==> src/rtl/core/iqcbc_pkg.sv <==
// ----------------------------------------------------------------------------
// IQ conditioner package
// Widths, register codes, sequencer states and control structs.
// ----------------------------------------------------------------------------
package iqcbc_pkg;

   localparam int WORD_W    = 32;
   localparam int GAIN_W    = 16;
   localparam int DIV_W     = 27;
   localparam int BYTE_W    = 8;
   localparam int DC_W      = 64;
   localparam int ALU_W     = 70;
   localparam int CNT_W     = 4;
   localparam int CSR_IDX_W = 1;

   localparam logic [CNT_W-1:0]  MUL_LAST  = CNT_W'(GAIN_W - 1);
   localparam logic [CNT_W-1:0]  DIV_LAST  = CNT_W'(BYTE_W - 1);
   localparam logic [GAIN_W-1:0] GAIN_RESET = 16'd120;
   localparam logic [DIV_W-1:0]  DIV_RESET  = 27'd750;
   localparam logic [BYTE_W-1:0] BYTE_MID   = 8'd128;
   localparam logic [BYTE_W-1:0] BYTE_MAX   = 8'd255;
   localparam logic [BYTE_W-1:0] BYTE_MIN   = 8'd0;

   // Configuration register indexes.
   typedef enum logic [CSR_IDX_W-1:0] {
      CSR_GAIN    = 1'b0,
      CSR_AMP_DIV = 1'b1
   } csr_index_type;

   // Sequencer steps, run once for each channel.
   typedef enum logic [3:0] {
      ST_IDLE,
      ST_D1,
      ST_D2,
      ST_SUM1,
      ST_SUM2,
      ST_HALF,
      ST_DCERR,
      ST_DCUPD,
      ST_RESID,
      ST_MUL,
      ST_ABS,
      ST_CMP,
      ST_DIV,
      ST_BYTE
   } state_type;

   typedef struct packed {
      state_type        state;
      logic [CNT_W-1:0] cnt;
      logic             chan;
   } ctrl_type;

   typedef struct packed {
      logic [ALU_W-1:0] op_a;
      logic [ALU_W-1:0] op_b;
      logic             sub;
   } alu_op_type;

endpackage

==> src/rtl/core/iqcbc_alu.sv <==
// ----------------------------------------------------------------------------
// IQ conditioner shared adder
// One wide add/subtract unit used by every step of the sequence except the byte pack.
// ----------------------------------------------------------------------------
module iqcbc_alu
   import iqcbc_pkg::*;
(
   input  alu_op_type       alu_op,
   output logic [ALU_W-1:0] alu_res
);

   // Subtraction is addition of the inverted operand plus one.
   assign alu_res = alu_op.op_a + (alu_op.sub ? ~alu_op.op_b : alu_op.op_b)
                    + {{(ALU_W-1){1'b0}}, alu_op.sub};

endmodule

==> src/rtl/core/iqcbc_seq.sv <==
// ----------------------------------------------------------------------------
// IQ conditioner sequencer
// Steps both channels through difference, DC removal, multiply and divide.
// ----------------------------------------------------------------------------
module iqcbc_seq
   import iqcbc_pkg::*;
(
   input  logic     clock,
   input  logic     reset,
   input  logic     req_valid,
   input  logic     out_busy,
   output ctrl_type ctrl
);

   state_type        state_ff, state_in;
   logic [CNT_W-1:0] cnt_ff, cnt_in;
   logic             chan_ff, chan_in;

   // Next state.
   always_comb begin
      state_in = state_ff;
      unique case (state_ff)
         ST_IDLE:  if (req_valid) state_in = ST_D1;
         ST_D1:    state_in = ST_D2;
         ST_D2:    state_in = ST_SUM1;
         ST_SUM1:  state_in = ST_SUM2;
         ST_SUM2:  state_in = ST_HALF;
         ST_HALF:  state_in = ST_DCERR;
         ST_DCERR: state_in = ST_DCUPD;
         ST_DCUPD: state_in = ST_RESID;
         ST_RESID: state_in = ST_MUL;
         ST_MUL:   if (cnt_ff == MUL_LAST) state_in = ST_ABS;
         ST_ABS:   state_in = ST_CMP;
         ST_CMP:   state_in = ST_DIV;
         ST_DIV:   if (cnt_ff == DIV_LAST) state_in = ST_BYTE;
         ST_BYTE: begin
            if (!chan_ff) begin
               state_in = ST_D1;
            end else if (!out_busy) begin
               state_in = ST_IDLE;
            end
         end
         default:  state_in = ST_IDLE;
      endcase
   end

   // Iteration counter and channel select.
   always_comb begin
      cnt_in  = '0;
      chan_in = chan_ff;
      if (state_ff == ST_MUL || (state_ff == ST_DIV && cnt_ff != DIV_LAST)) begin
         cnt_in = cnt_ff + 1'b1;
      end
      if (state_ff == ST_BYTE) begin
         if (!chan_ff) begin
            chan_in = 1'b1;
         end else if (!out_busy) begin
            chan_in = 1'b0;
         end
      end
   end

   always_ff @(posedge clock) begin
      if (reset) begin
         state_ff <= ST_IDLE;
         cnt_ff   <= '0;
         chan_ff  <= 1'b0;
      end else begin
         state_ff <= state_in;
         cnt_ff   <= cnt_in;
         chan_ff  <= chan_in;
      end
   end

   // Outputs.
   always_comb begin
      ctrl.state = state_ff;
      ctrl.cnt   = cnt_ff;
      ctrl.chan  = chan_ff;
   end

endmodule

==> src/rtl/core/iq_counter_to_byte_conditioner.sv <==
// ----------------------------------------------------------------------------
// IQ counter-to-byte conditioner
// Turns counter word pairs into DC-free, scaled, saturated I/Q bytes.
// ----------------------------------------------------------------------------
// Each channel runs on the shared adder: 8 setup and DC steps,
// 16 shift-add multiply steps, 2 sign/compare steps, 8 divide steps, 1 pack.
// A new request is taken only once the block is idle again, after the previous
// result is registered, and later if rsp_stall holds the last result.
// Synchronous reset clears the history, the DC trackers and the handshakes,
// and loads gain = 120 and amplitude divisor = 750.
module iq_counter_to_byte_conditioner
   import iqcbc_pkg::*;
#(
   parameter int DC_SHIFT = 16
)
(
   input  logic                 clock,
   input  logic                 reset,
   input  logic                 csr_wr_en,
   input  logic [CSR_IDX_W-1:0] csr_index,
   input  logic [DIV_W-1:0]     csr_wdata,
   input  logic                 req_valid,
   output logic                 req_stall,
   input  logic [WORD_W-1:0]    req_i_neg_first,
   input  logic [WORD_W-1:0]    req_i_pos_first,
   input  logic [WORD_W-1:0]    req_i_neg_second,
   input  logic [WORD_W-1:0]    req_i_pos_second,
   input  logic [WORD_W-1:0]    req_q_neg_first,
   input  logic [WORD_W-1:0]    req_q_pos_first,
   input  logic [WORD_W-1:0]    req_q_neg_second,
   input  logic [WORD_W-1:0]    req_q_pos_second,
   output logic                 rsp_valid,
   input  logic                 rsp_stall,
   output logic [BYTE_W-1:0]    rsp_i_byte,
   output logic [BYTE_W-1:0]    rsp_q_byte
);

   ctrl_type         ctrl;
   alu_op_type       alu_op;
   logic [ALU_W-1:0] alu_res;
   logic             req_accept;
   logic             out_busy;
   logic             out_fire;

   logic [GAIN_W-1:0] gain_ff;
   logic [DIV_W-1:0]  div_ff;
   logic [DIV_W-1:0]  div_eff;

   logic [WORD_W-1:0] i_neg_first_ff, i_pos_first_ff, i_neg_second_ff, i_pos_second_ff;
   logic [WORD_W-1:0] q_neg_first_ff, q_pos_first_ff, q_neg_second_ff, q_pos_second_ff;
   logic [WORD_W-1:0] n1, p1, n2, p2;

   logic [WORD_W-1:0] prev_i_ff, prev_q_ff, prev_sel;
   logic [DC_W-1:0]   dc_i_ff, dc_q_ff, dc_sel;
   logic [ALU_W-1:0]  prev_ext, d1_ext, d2_ext, dc_ext, half_sum;

   logic [WORD_W-1:0] d1_ff, d2_ff;
   logic [ALU_W-1:0]  acc_ff, x_ff, m_ff;
   logic              neg_ff, sat_ff;
   logic [BYTE_W-1:0] q_ff, ib_ff, byte_val;

   logic              rsp_valid_ff, rsp_valid_in;
   logic [BYTE_W-1:0] rsp_i_byte_ff, rsp_q_byte_ff;

   iqcbc_seq u_seq (
      .clock     (clock),
      .reset     (reset),
      .req_valid (req_valid),
      .out_busy  (out_busy),
      .ctrl      (ctrl)
   );

   iqcbc_alu u_alu (
      .alu_op  (alu_op),
      .alu_res (alu_res)
   );

   // Handshakes.
   assign req_stall  = (ctrl.state != ST_IDLE);
   assign req_accept = req_valid && !req_stall;
   assign out_busy   = rsp_valid_ff && rsp_stall;
   assign out_fire   = (ctrl.state == ST_BYTE) && ctrl.chan && !out_busy;

   // Configuration registers; a zero divisor acts as one.
   always_ff @(posedge clock) begin
      if (reset) begin
         gain_ff <= GAIN_RESET;
         div_ff  <= DIV_RESET;
      end else if (csr_wr_en) begin
         unique case (csr_index_type'(csr_index))
            CSR_GAIN:    gain_ff <= csr_wdata[GAIN_W-1:0];
            CSR_AMP_DIV: div_ff  <= csr_wdata;
            default:     ;
         endcase
      end
   end

   assign div_eff = (div_ff == '0) ? {{(DIV_W-1){1'b0}}, 1'b1} : div_ff;

   // Channel selection of the captured words and the per-channel state.
   always_comb begin
      n1       = ctrl.chan ? q_neg_first_ff  : i_neg_first_ff;
      p1       = ctrl.chan ? q_pos_first_ff  : i_pos_first_ff;
      n2       = ctrl.chan ? q_neg_second_ff : i_neg_second_ff;
      p2       = ctrl.chan ? q_pos_second_ff : i_pos_second_ff;
      prev_sel = ctrl.chan ? prev_q_ff : prev_i_ff;
      dc_sel   = ctrl.chan ? dc_q_ff   : dc_i_ff;
      prev_ext = {{(ALU_W-WORD_W){prev_sel[WORD_W-1]}}, prev_sel};
      d1_ext   = {{(ALU_W-WORD_W){d1_ff[WORD_W-1]}}, d1_ff};
      d2_ext   = {{(ALU_W-WORD_W){d2_ff[WORD_W-1]}}, d2_ff};
      dc_ext   = {{(ALU_W-DC_W){dc_sel[DC_W-1]}}, dc_sel};
      half_sum = ALU_W'($signed(alu_res) >>> 1);
   end

   // Operand selection for the shared adder.
   always_comb begin
      alu_op = '0;
      unique case (ctrl.state) inside
         ST_D1: begin
            alu_op.op_a = {{(ALU_W-WORD_W){1'b0}}, n1};
            alu_op.op_b = {{(ALU_W-WORD_W){1'b0}}, p1};
            alu_op.sub  = 1'b1;
         end
         ST_D2: begin
            alu_op.op_a = {{(ALU_W-WORD_W){1'b0}}, n2};
            alu_op.op_b = {{(ALU_W-WORD_W){1'b0}}, p2};
            alu_op.sub  = 1'b1;
         end
         ST_SUM1: begin
            alu_op.op_a = prev_ext;
            alu_op.op_b = d1_ext << 1;
         end
         ST_SUM2: begin
            alu_op.op_a = acc_ff;
            alu_op.op_b = d2_ext;
         end
         ST_HALF: begin
            // Adding one to a negative sum makes the halving round toward zero.
            alu_op.op_a = acc_ff;
            alu_op.op_b = {{(ALU_W-1){1'b0}}, acc_ff[ALU_W-1]};
         end
         ST_DCERR, ST_RESID: begin
            alu_op.op_a = x_ff;
            alu_op.op_b = dc_ext;
            alu_op.sub  = 1'b1;
         end
         ST_DCUPD: begin
            alu_op.op_a = dc_ext;
            alu_op.op_b = ALU_W'($signed(acc_ff) >>> DC_SHIFT);
         end
         ST_MUL: begin
            alu_op.op_a = acc_ff;
            alu_op.op_b = gain_ff[ctrl.cnt] ? m_ff : '0;
         end
         ST_ABS: begin
            alu_op.op_b = acc_ff;
            alu_op.sub  = acc_ff[ALU_W-1];
         end
         ST_CMP: begin
            alu_op.op_a = acc_ff;
            alu_op.op_b = {{(ALU_W-DIV_W-BYTE_W){1'b0}}, div_eff, {BYTE_W{1'b0}}};
            alu_op.sub  = 1'b1;
         end
         ST_DIV: begin
            alu_op.op_a = acc_ff;
            alu_op.op_b = m_ff;
            alu_op.sub  = 1'b1;
         end
         default: ;
      endcase
   end

   // Working registers of the sequence.
   always_ff @(posedge clock) begin
      case (ctrl.state)
         ST_IDLE: begin
            if (req_accept) begin
               i_neg_first_ff  <= req_i_neg_first;
               i_pos_first_ff  <= req_i_pos_first;
               i_neg_second_ff <= req_i_neg_second;
               i_pos_second_ff <= req_i_pos_second;
               q_neg_first_ff  <= req_q_neg_first;
               q_pos_first_ff  <= req_q_pos_first;
               q_neg_second_ff <= req_q_neg_second;
               q_pos_second_ff <= req_q_pos_second;
            end
         end
         ST_D1:    d1_ff  <= alu_res[WORD_W-1:0];
         ST_D2:    d2_ff  <= alu_res[WORD_W-1:0];
         ST_SUM1:  acc_ff <= alu_res;
         ST_SUM2:  acc_ff <= alu_res;
         ST_HALF:  x_ff   <= half_sum << DC_SHIFT;
         ST_DCERR: acc_ff <= alu_res;
         ST_RESID: begin
            m_ff   <= ALU_W'($signed(alu_res) >>> DC_SHIFT);
            acc_ff <= '0;
         end
         ST_MUL: begin
            acc_ff <= alu_res;
            m_ff   <= m_ff << 1;
         end
         ST_ABS: begin
            acc_ff <= alu_res;
            neg_ff <= acc_ff[ALU_W-1];
         end
         ST_CMP: begin
            // At or above 256 times the divisor the quotient saturates.
            sat_ff <= ~alu_res[ALU_W-1];
            m_ff   <= {{(ALU_W-DIV_W-BYTE_W+1){1'b0}}, div_eff, {(BYTE_W-1){1'b0}}};
            q_ff   <= '0;
         end
         ST_DIV: begin
            if (!alu_res[ALU_W-1]) begin
               acc_ff <= alu_res;
            end
            q_ff <= {q_ff[BYTE_W-2:0], ~alu_res[ALU_W-1]};
            m_ff <= m_ff >> 1;
         end
         ST_BYTE:  if (!ctrl.chan) ib_ff <= byte_val;
         default: ;
      endcase
   end

   // History and DC trackers.
   always_ff @(posedge clock) begin
      if (reset) begin
         prev_i_ff <= '0;
         prev_q_ff <= '0;
         dc_i_ff   <= '0;
         dc_q_ff   <= '0;
      end else begin
         if (ctrl.state == ST_SUM2) begin
            if (ctrl.chan) prev_q_ff <= d2_ff;
            else           prev_i_ff <= d2_ff;
         end
         if (ctrl.state == ST_DCUPD) begin
            if (ctrl.chan) dc_q_ff <= alu_res[DC_W-1:0];
            else           dc_i_ff <= alu_res[DC_W-1:0];
         end
      end
   end

   // Signed saturation of the quotient, then the offset to unsigned.
   always_comb begin
      if (neg_ff) begin
         byte_val = (sat_ff || q_ff > BYTE_MID) ? BYTE_MIN : BYTE_MID - q_ff;
      end else begin
         byte_val = (sat_ff || q_ff[BYTE_W-1]) ? BYTE_MAX : {1'b1, q_ff[BYTE_W-2:0]};
      end
   end

   // Result register.
   always_comb begin
      rsp_valid_in = out_fire || out_busy;
   end

   always_ff @(posedge clock) begin
      if (reset) begin
         rsp_valid_ff <= 1'b0;
      end else begin
         rsp_valid_ff <= rsp_valid_in;
      end
   end

   always_ff @(posedge clock) begin
      if (out_fire) begin
         rsp_i_byte_ff <= ib_ff;
         rsp_q_byte_ff <= byte_val;
      end
   end

   assign rsp_valid  = rsp_valid_ff;
   assign rsp_i_byte = rsp_i_byte_ff;
   assign rsp_q_byte = rsp_q_byte_ff;

endmodule

==> config.mk <==
export PLATFORM = sky130hd
export DESIGN_NAME = iq_counter_to_byte_conditioner
export DESIGN_NICKNAME = d
export VERILOG_FILES = /design/src/rtl/core/iqcbc_pkg.sv /design/src/rtl/core/iqcbc_alu.sv /design/src/rtl/core/iqcbc_seq.sv /design/src/rtl/core/iq_counter_to_byte_conditioner.sv
export SDC_FILE = /design/constraint.sdc
export NUM_CORES = 2
export LEC_CHECK = 0
export BUFFER_PORTS_ARGS = -buffer_cell sky130_fd_sc_hd__buf_2
export CELL_PAD_IN_SITES_DETAIL_PLACEMENT = 0
export CELL_PAD_IN_SITES_GLOBAL_PLACEMENT = 1
export CORE_MARGIN = 1.5
export CORE_UTILIZATION = 50
export DETAILED_ROUTE_END_ITERATION = 10
export PLACE_DENSITY = 0.9
export SETUP_SLACK_MARGIN = 0.5
export SLEW_MARGIN = 20
export SYNTH_ARGS = -nofsm -noshare
export SYNTH_HDL_FRONTEND = slang
export SYNTH_SLANG_ARGS = --single-unit
==> constraint.sdc <==
create_clock -name clock -period 39.6 [get_ports clock]
set_input_delay 7.92 -clock clock [delete_from_list [all_inputs] [get_ports clock]]
set_output_delay 7.92 -clock clock [all_outputs]
set_load 0.005 [all_outputs]
== Word-level counts from Yosys, hierarchy flattened ==
Cells that the tools add are included.
Operators by class
  $add $sub $neg: 4
  order comparisons: 2
  eq/ne operators: 21
  mux-type cells: 29
  bitwise gates (word level): 5
  reduce and logical (&&, ||, !) cells: 32
Operator list (number)
  $pmux W70 S11: 1
  $pmux W70 S6: 1
  $pmux W70 S4: 1
  $mux W70: 3
  $pmux W70 S3: 1
  $mux W32: 5
  $add A70 B1 Y70: 1
  $add A70 B70 Y70: 1
  $not A70 Y70: 1
  $mux W64: 1
  $pmux W4 S14: 1
  $eq A4 B4 Y1 const B: 7
  $logic_not A27 Y1: 1
  $mux W27: 1
  $eq A4 B3 Y1 const B: 5
  $mux W4: 5
  $reduce_and A2 Y1: 9
  $mux W8: 2
  $pmux W8 S2: 1
  $reduce_or A5 Y1: 2
  $eq A4 B2 Y1 const B: 2
  $gt A8 B8 Y1 const B: 1
  $reduce_bool A4 Y1: 2
  $sub A8 B8 Y8 const A: 1
  21 further kinds: 37
Storage, ports and cells
  flip-flop bits (word level): 793
  bits of input ports: 289
  output and inout port bits: 18
  word-level logic and storage cells: 122

== Depth between registers and ports, before layout ==
  word-level depth: 10
  mapped depth: 24
  depth with buffers taken out: 21

== Hierarchy ==
A second synthesis with hierarchy kept.
Unflattened totals
  cell total of the unflattened synthesis: 3580
  area total of the unflattened synthesis: 38949.9 um^2
Modules (own cells, without submodules)
  iq_counter_to_byte_conditioner: times used 1, cells an instance 2834, area an instance 33404.5 um^2, sequential area each 21180.3 um^2
  iqcbc_alu: times used 1, cells an instance 692, area an instance 5039.8 um^2, sequential area each 0.0 um^2
  iqcbc_seq: times used 1, cells an instance 54, area an instance 505.5 um^2, sequential area each 180.2 um^2

== Least setup slack after synthesis ==
Ideal clock, no wire load.
  path type: input -> register
  from: in req_valid
  to: reg i_neg_first_ff[0], enable pin
  setup time: 652 ps
  arrival time: 13775 ps
  data required time: 38948 ps
  slack: 25173 ps
  cell stages on the path: 1
  buffers on the path: 0
  path through: and3_1
Between the ends
  word-level cells in the longest chain between the ends: 2
RTL lines
  start: declaration: line iq_counter_to_byte_conditioner.sv:22  | input logic req_valid,
  $logic_and A1 B1 Y1: line iq_counter_to_byte_conditioner.sv:80  | assign req_accept = req_valid && !req_stall;
  $reduce_and A2 Y1 (no source line)
  end signal: assignment: line iq_counter_to_byte_conditioner.sv:178  | i_neg_first_ff <= req_i_neg_first;
  end: declaration: line iq_counter_to_byte_conditioner.sv:49  | logic [WORD_W-1:0] i_neg_first_ff, i_pos_first_ff, i_neg_second_ff, i_pos_second_ff;
Every way passes these cells.
A chain may end at the register's enable or synchronous reset.

== Worst setup path after layout ==
  from: in req_valid
  to: reg i_pos_second_ff[26], enable pin
Between the ends
  word-level cells in the longest chain between the ends: 2
RTL lines
  $logic_and A1 B1 Y1: line iq_counter_to_byte_conditioner.sv:80
  $reduce_and A2 Y1 (no source line)
  end signal: assignment: line iq_counter_to_byte_conditioner.sv:181  | i_pos_second_ff <= req_i_pos_second;
  end: declaration: line iq_counter_to_byte_conditioner.sv:49
Every way passes these cells.

==> results.cfg <==
[grt]
grt_antenna_before_repair = 4
grt_overflow = 0
grt_pass1_vias = 30600
grt_pass1_wl_mm = 193
grt_usage = 0.328
grt_start_max_net_pins = 112

[clock_network]
h-tree-depth = 3
cts.sinks = 793
cts_max_path_buffers = 3
root_buffer = clkbuf_16
insertion_delay_ns = 0.68
path_clk_slew_ns = 0.06
cts_made_buffers = 85
cts_tree = yes
post_cts.resized_instances = 0
cts_setup_buffers = 0
hold_buffers = 0

[worst_setup_path]
crit_required_ns = 39.85
critPathCaptureType = register
rrSetupSlack_ns = 31.40
cp_max_fo = 85
crit_end = i_pos_second_ff[26]
worstReg2RegStart = u_seq.chan_ff
crit_start = req_valid
crit_arrival_ns = 11.05
rr_worst_depth = 20
crit_type = input pin to register
cp-start-kind = input pin
r2r-end = acc_ff[42]

[layout]
multiInputGateArea_mm2 = 0.0163
fillers = 6520
final_common_cell = nand2_1
mostFrequentLayoutCells = nand2_1 (568), edfxtp_1 (548), a21oi_1 (323), buf_2 (305), dfxtp_1 (244)
drive_gt1_frac = 0.161
area_growth_syn_to_layout_pct = 13.6
nets = 4186
area.sequential_mm2 = 0.0214

[timing]
slew_violations = 0
report.final.hold_viol_count = 0
fmax_mhz = 92.6
tns_ns = 0
timing.final.crit_period_ns = 10.80
worst_slack_ns = 28.80
rsz0062_at_grt = no
finalSetupViolations = 0
maxSlewHeadroom = 0.221
worst_pin_slew_ns = 1.16
fin_crit_sh = 0.273
skew_ns = 0.0600

[power]
leakagePower_nw = 15.5
peakVddDrop_mv = 0.0422
powerDensity_mw_per_mm2 = 55.1

[die]
die_w_um = 282
io_pins = 307
die_h_um = 282
row_count = 101
start_util = 0.508
dieArea_mm2 = 0.0792
coreArea_mm2 = 0.0763

[logic_synthesis]
synth_edf_count = 548
yosysWarningCount = 0
syn_area_per_cell_um2 = 10.6
synth_cells = 3647
synth_seq_cells = 793
netlist_area_mm2 = 0.0388
async_reset_ff_frac = 0
synthDistinctLibCells = 80
synth_seq_area_share = 0.551
synth_nets = 4007
ys.flop_type = edfxtp_1

[detailed_routing]
wl_per_cell_um = 26.8
routed_via_density = 6.48
antenna_left = 0
routed_wl_mm = 132
dr.pass1.iters = 8
drc = 0
vias = 31900
drtIter0Drc = 4228

[place]
dp_slack_ns = 28.17
dpl.hpwl_mm = 88.7
gp_congestion = 0.987
port_buffers = 306

[min_path]
hp-class = register to register

[run_status]
outcome = completed

[job]
drv_cap = 0
## power by group
group / switching [mW] / total [mW] / internal (mW) / leakage [nW]
Sequential: 0.0253 / 1.02 / 0.992 / 7.08
Combinational: 0.411 / 0.593 / 0.182 / 7.09
Clock: 0.347 / 0.817 / 0.470 / 1.38
Total: 0.783 / 2.43 / 1.64 / 15.5
## routing by layer
metal	routed length [um]	track usage
met5	42	0
met2	58300	0.501
met4	8060	0.185
met1	50900	0.425
met3	15100	0.0867
## flip-flops by register name, indices dropped and copies added, names as in the netlist, 54 cells and up
| signal | flops |
|---|---|
| acc_ff | 70 |
| m_ff | 70 |
| dc_i_ff | 64 |
| dc_q_ff | 64 |
| x_ff | 54 |
## worst min-delay path by stage
stage / from / endpoint / slack, ns / depth (start not counted)
6_report: ib_ff[2] / rsp_i_byte[2] / 0.42 / 0
5_1_grt: ib_ff[2] / rsp_i_byte[2] / 0.43 / 0
4_1_cts: ib_ff[3] / rsp_i_byte[3] / 0.42 / 0
3_5_place_dp: ib_ff[3] / rsp_i_byte[3] / 0.40 / 0
3_3_place_gp: ib_ff[4] / rsp_i_byte[4] / 0.40 / 0
2_1_floorplan: ib_ff[0] / rsp_i_byte[0] / 0.40 / 0
## critical path: stages
cell	delay, ns
buf_2	0.09
and3_4	0.39
buf_4	0.74
buf_4	0.81
buf_4	0.90
## cell families (layout without fill, tap and decap cells)
group,count (synthesis),in the layout,share of synthesized area
AO/OA/AOI/OAI,1033,1033,0.180
XOR/XNOR,134,134,0.0303
multiplexers,203,203,0.0561
adder cells (fa/ha/maj),71,71,0.0231
other,0,3,0
flip-flops,793,793,0.551
AND/OR/NAND/NOR,1074,1074,0.126
buffers and inverters,339,590,0.0332
## stage by stage
stage	power [mW]	hold WS, ns	utilization	instance area [um2]	instances
floorplan	1.39	0.400	-	38800	3647
global route	2.50	0.427	0.577	44100	4928
CTS	2.41	0.418	0.577	44100	4928
finish	2.43	0.418	0.577	44100	4931
global placement	1.60	0.402	0.540	41200	4769
detailed placement	1.60	0.405	0.540	41200	4769
## layout make-up
cell class / count / share of cell area
repair buffers: 370 / 0.0458
inverters: 61 / 0.00520
multi-input cells: 2515 / 0.370
flip-flops and latches: 793 / 0.485
clock inverters: 34 / 0.0117
clock buffers: 125 / 0.0533
well taps: 1030 / 0.0292
diodes: 3 / 0.000170
## cells in the mapped netlist (13+ instances only)
master	n	area share
o21bai_1	16	0.0031
nand3_1	43	0.0055
nor2b_1	39	0.0063
a222oi_1	39	0.010
o21ai_0	144	0.019
ha_1	70	0.023
clkbuf_1	229	0.022
a21oi_1	323	0.042
nor2_1	179	0.017
mux2_2	76	0.022
nand4_1	44	0.0071
edfxtp_1	548	0.42
a31oi_1	19	0.0031
xor2_1	27	0.0061
o211ai_1	44	0.0085
a21o_1	58	0.011
a221o_1	40	0.010
nand2b_1	14	0.0023
mux2i_1	123	0.032
dfxtp_1	245	0.13
inv_1	60	0.0058
a22oi_1	107	0.021
o22ai_1	29	0.0047
a211oi_1	22	0.0043
nor4_1	19	0.0031
buf_1	45	0.0044
nor3_1	26	0.0034
and3_1	13	0.0021
and2_1	18	0.0029
nand3b_1	49	0.0095
nand2_1	570	0.055
xnor2_1	107	0.024
a221oi_1	94	0.021
(Power assumes the default switching activity.)
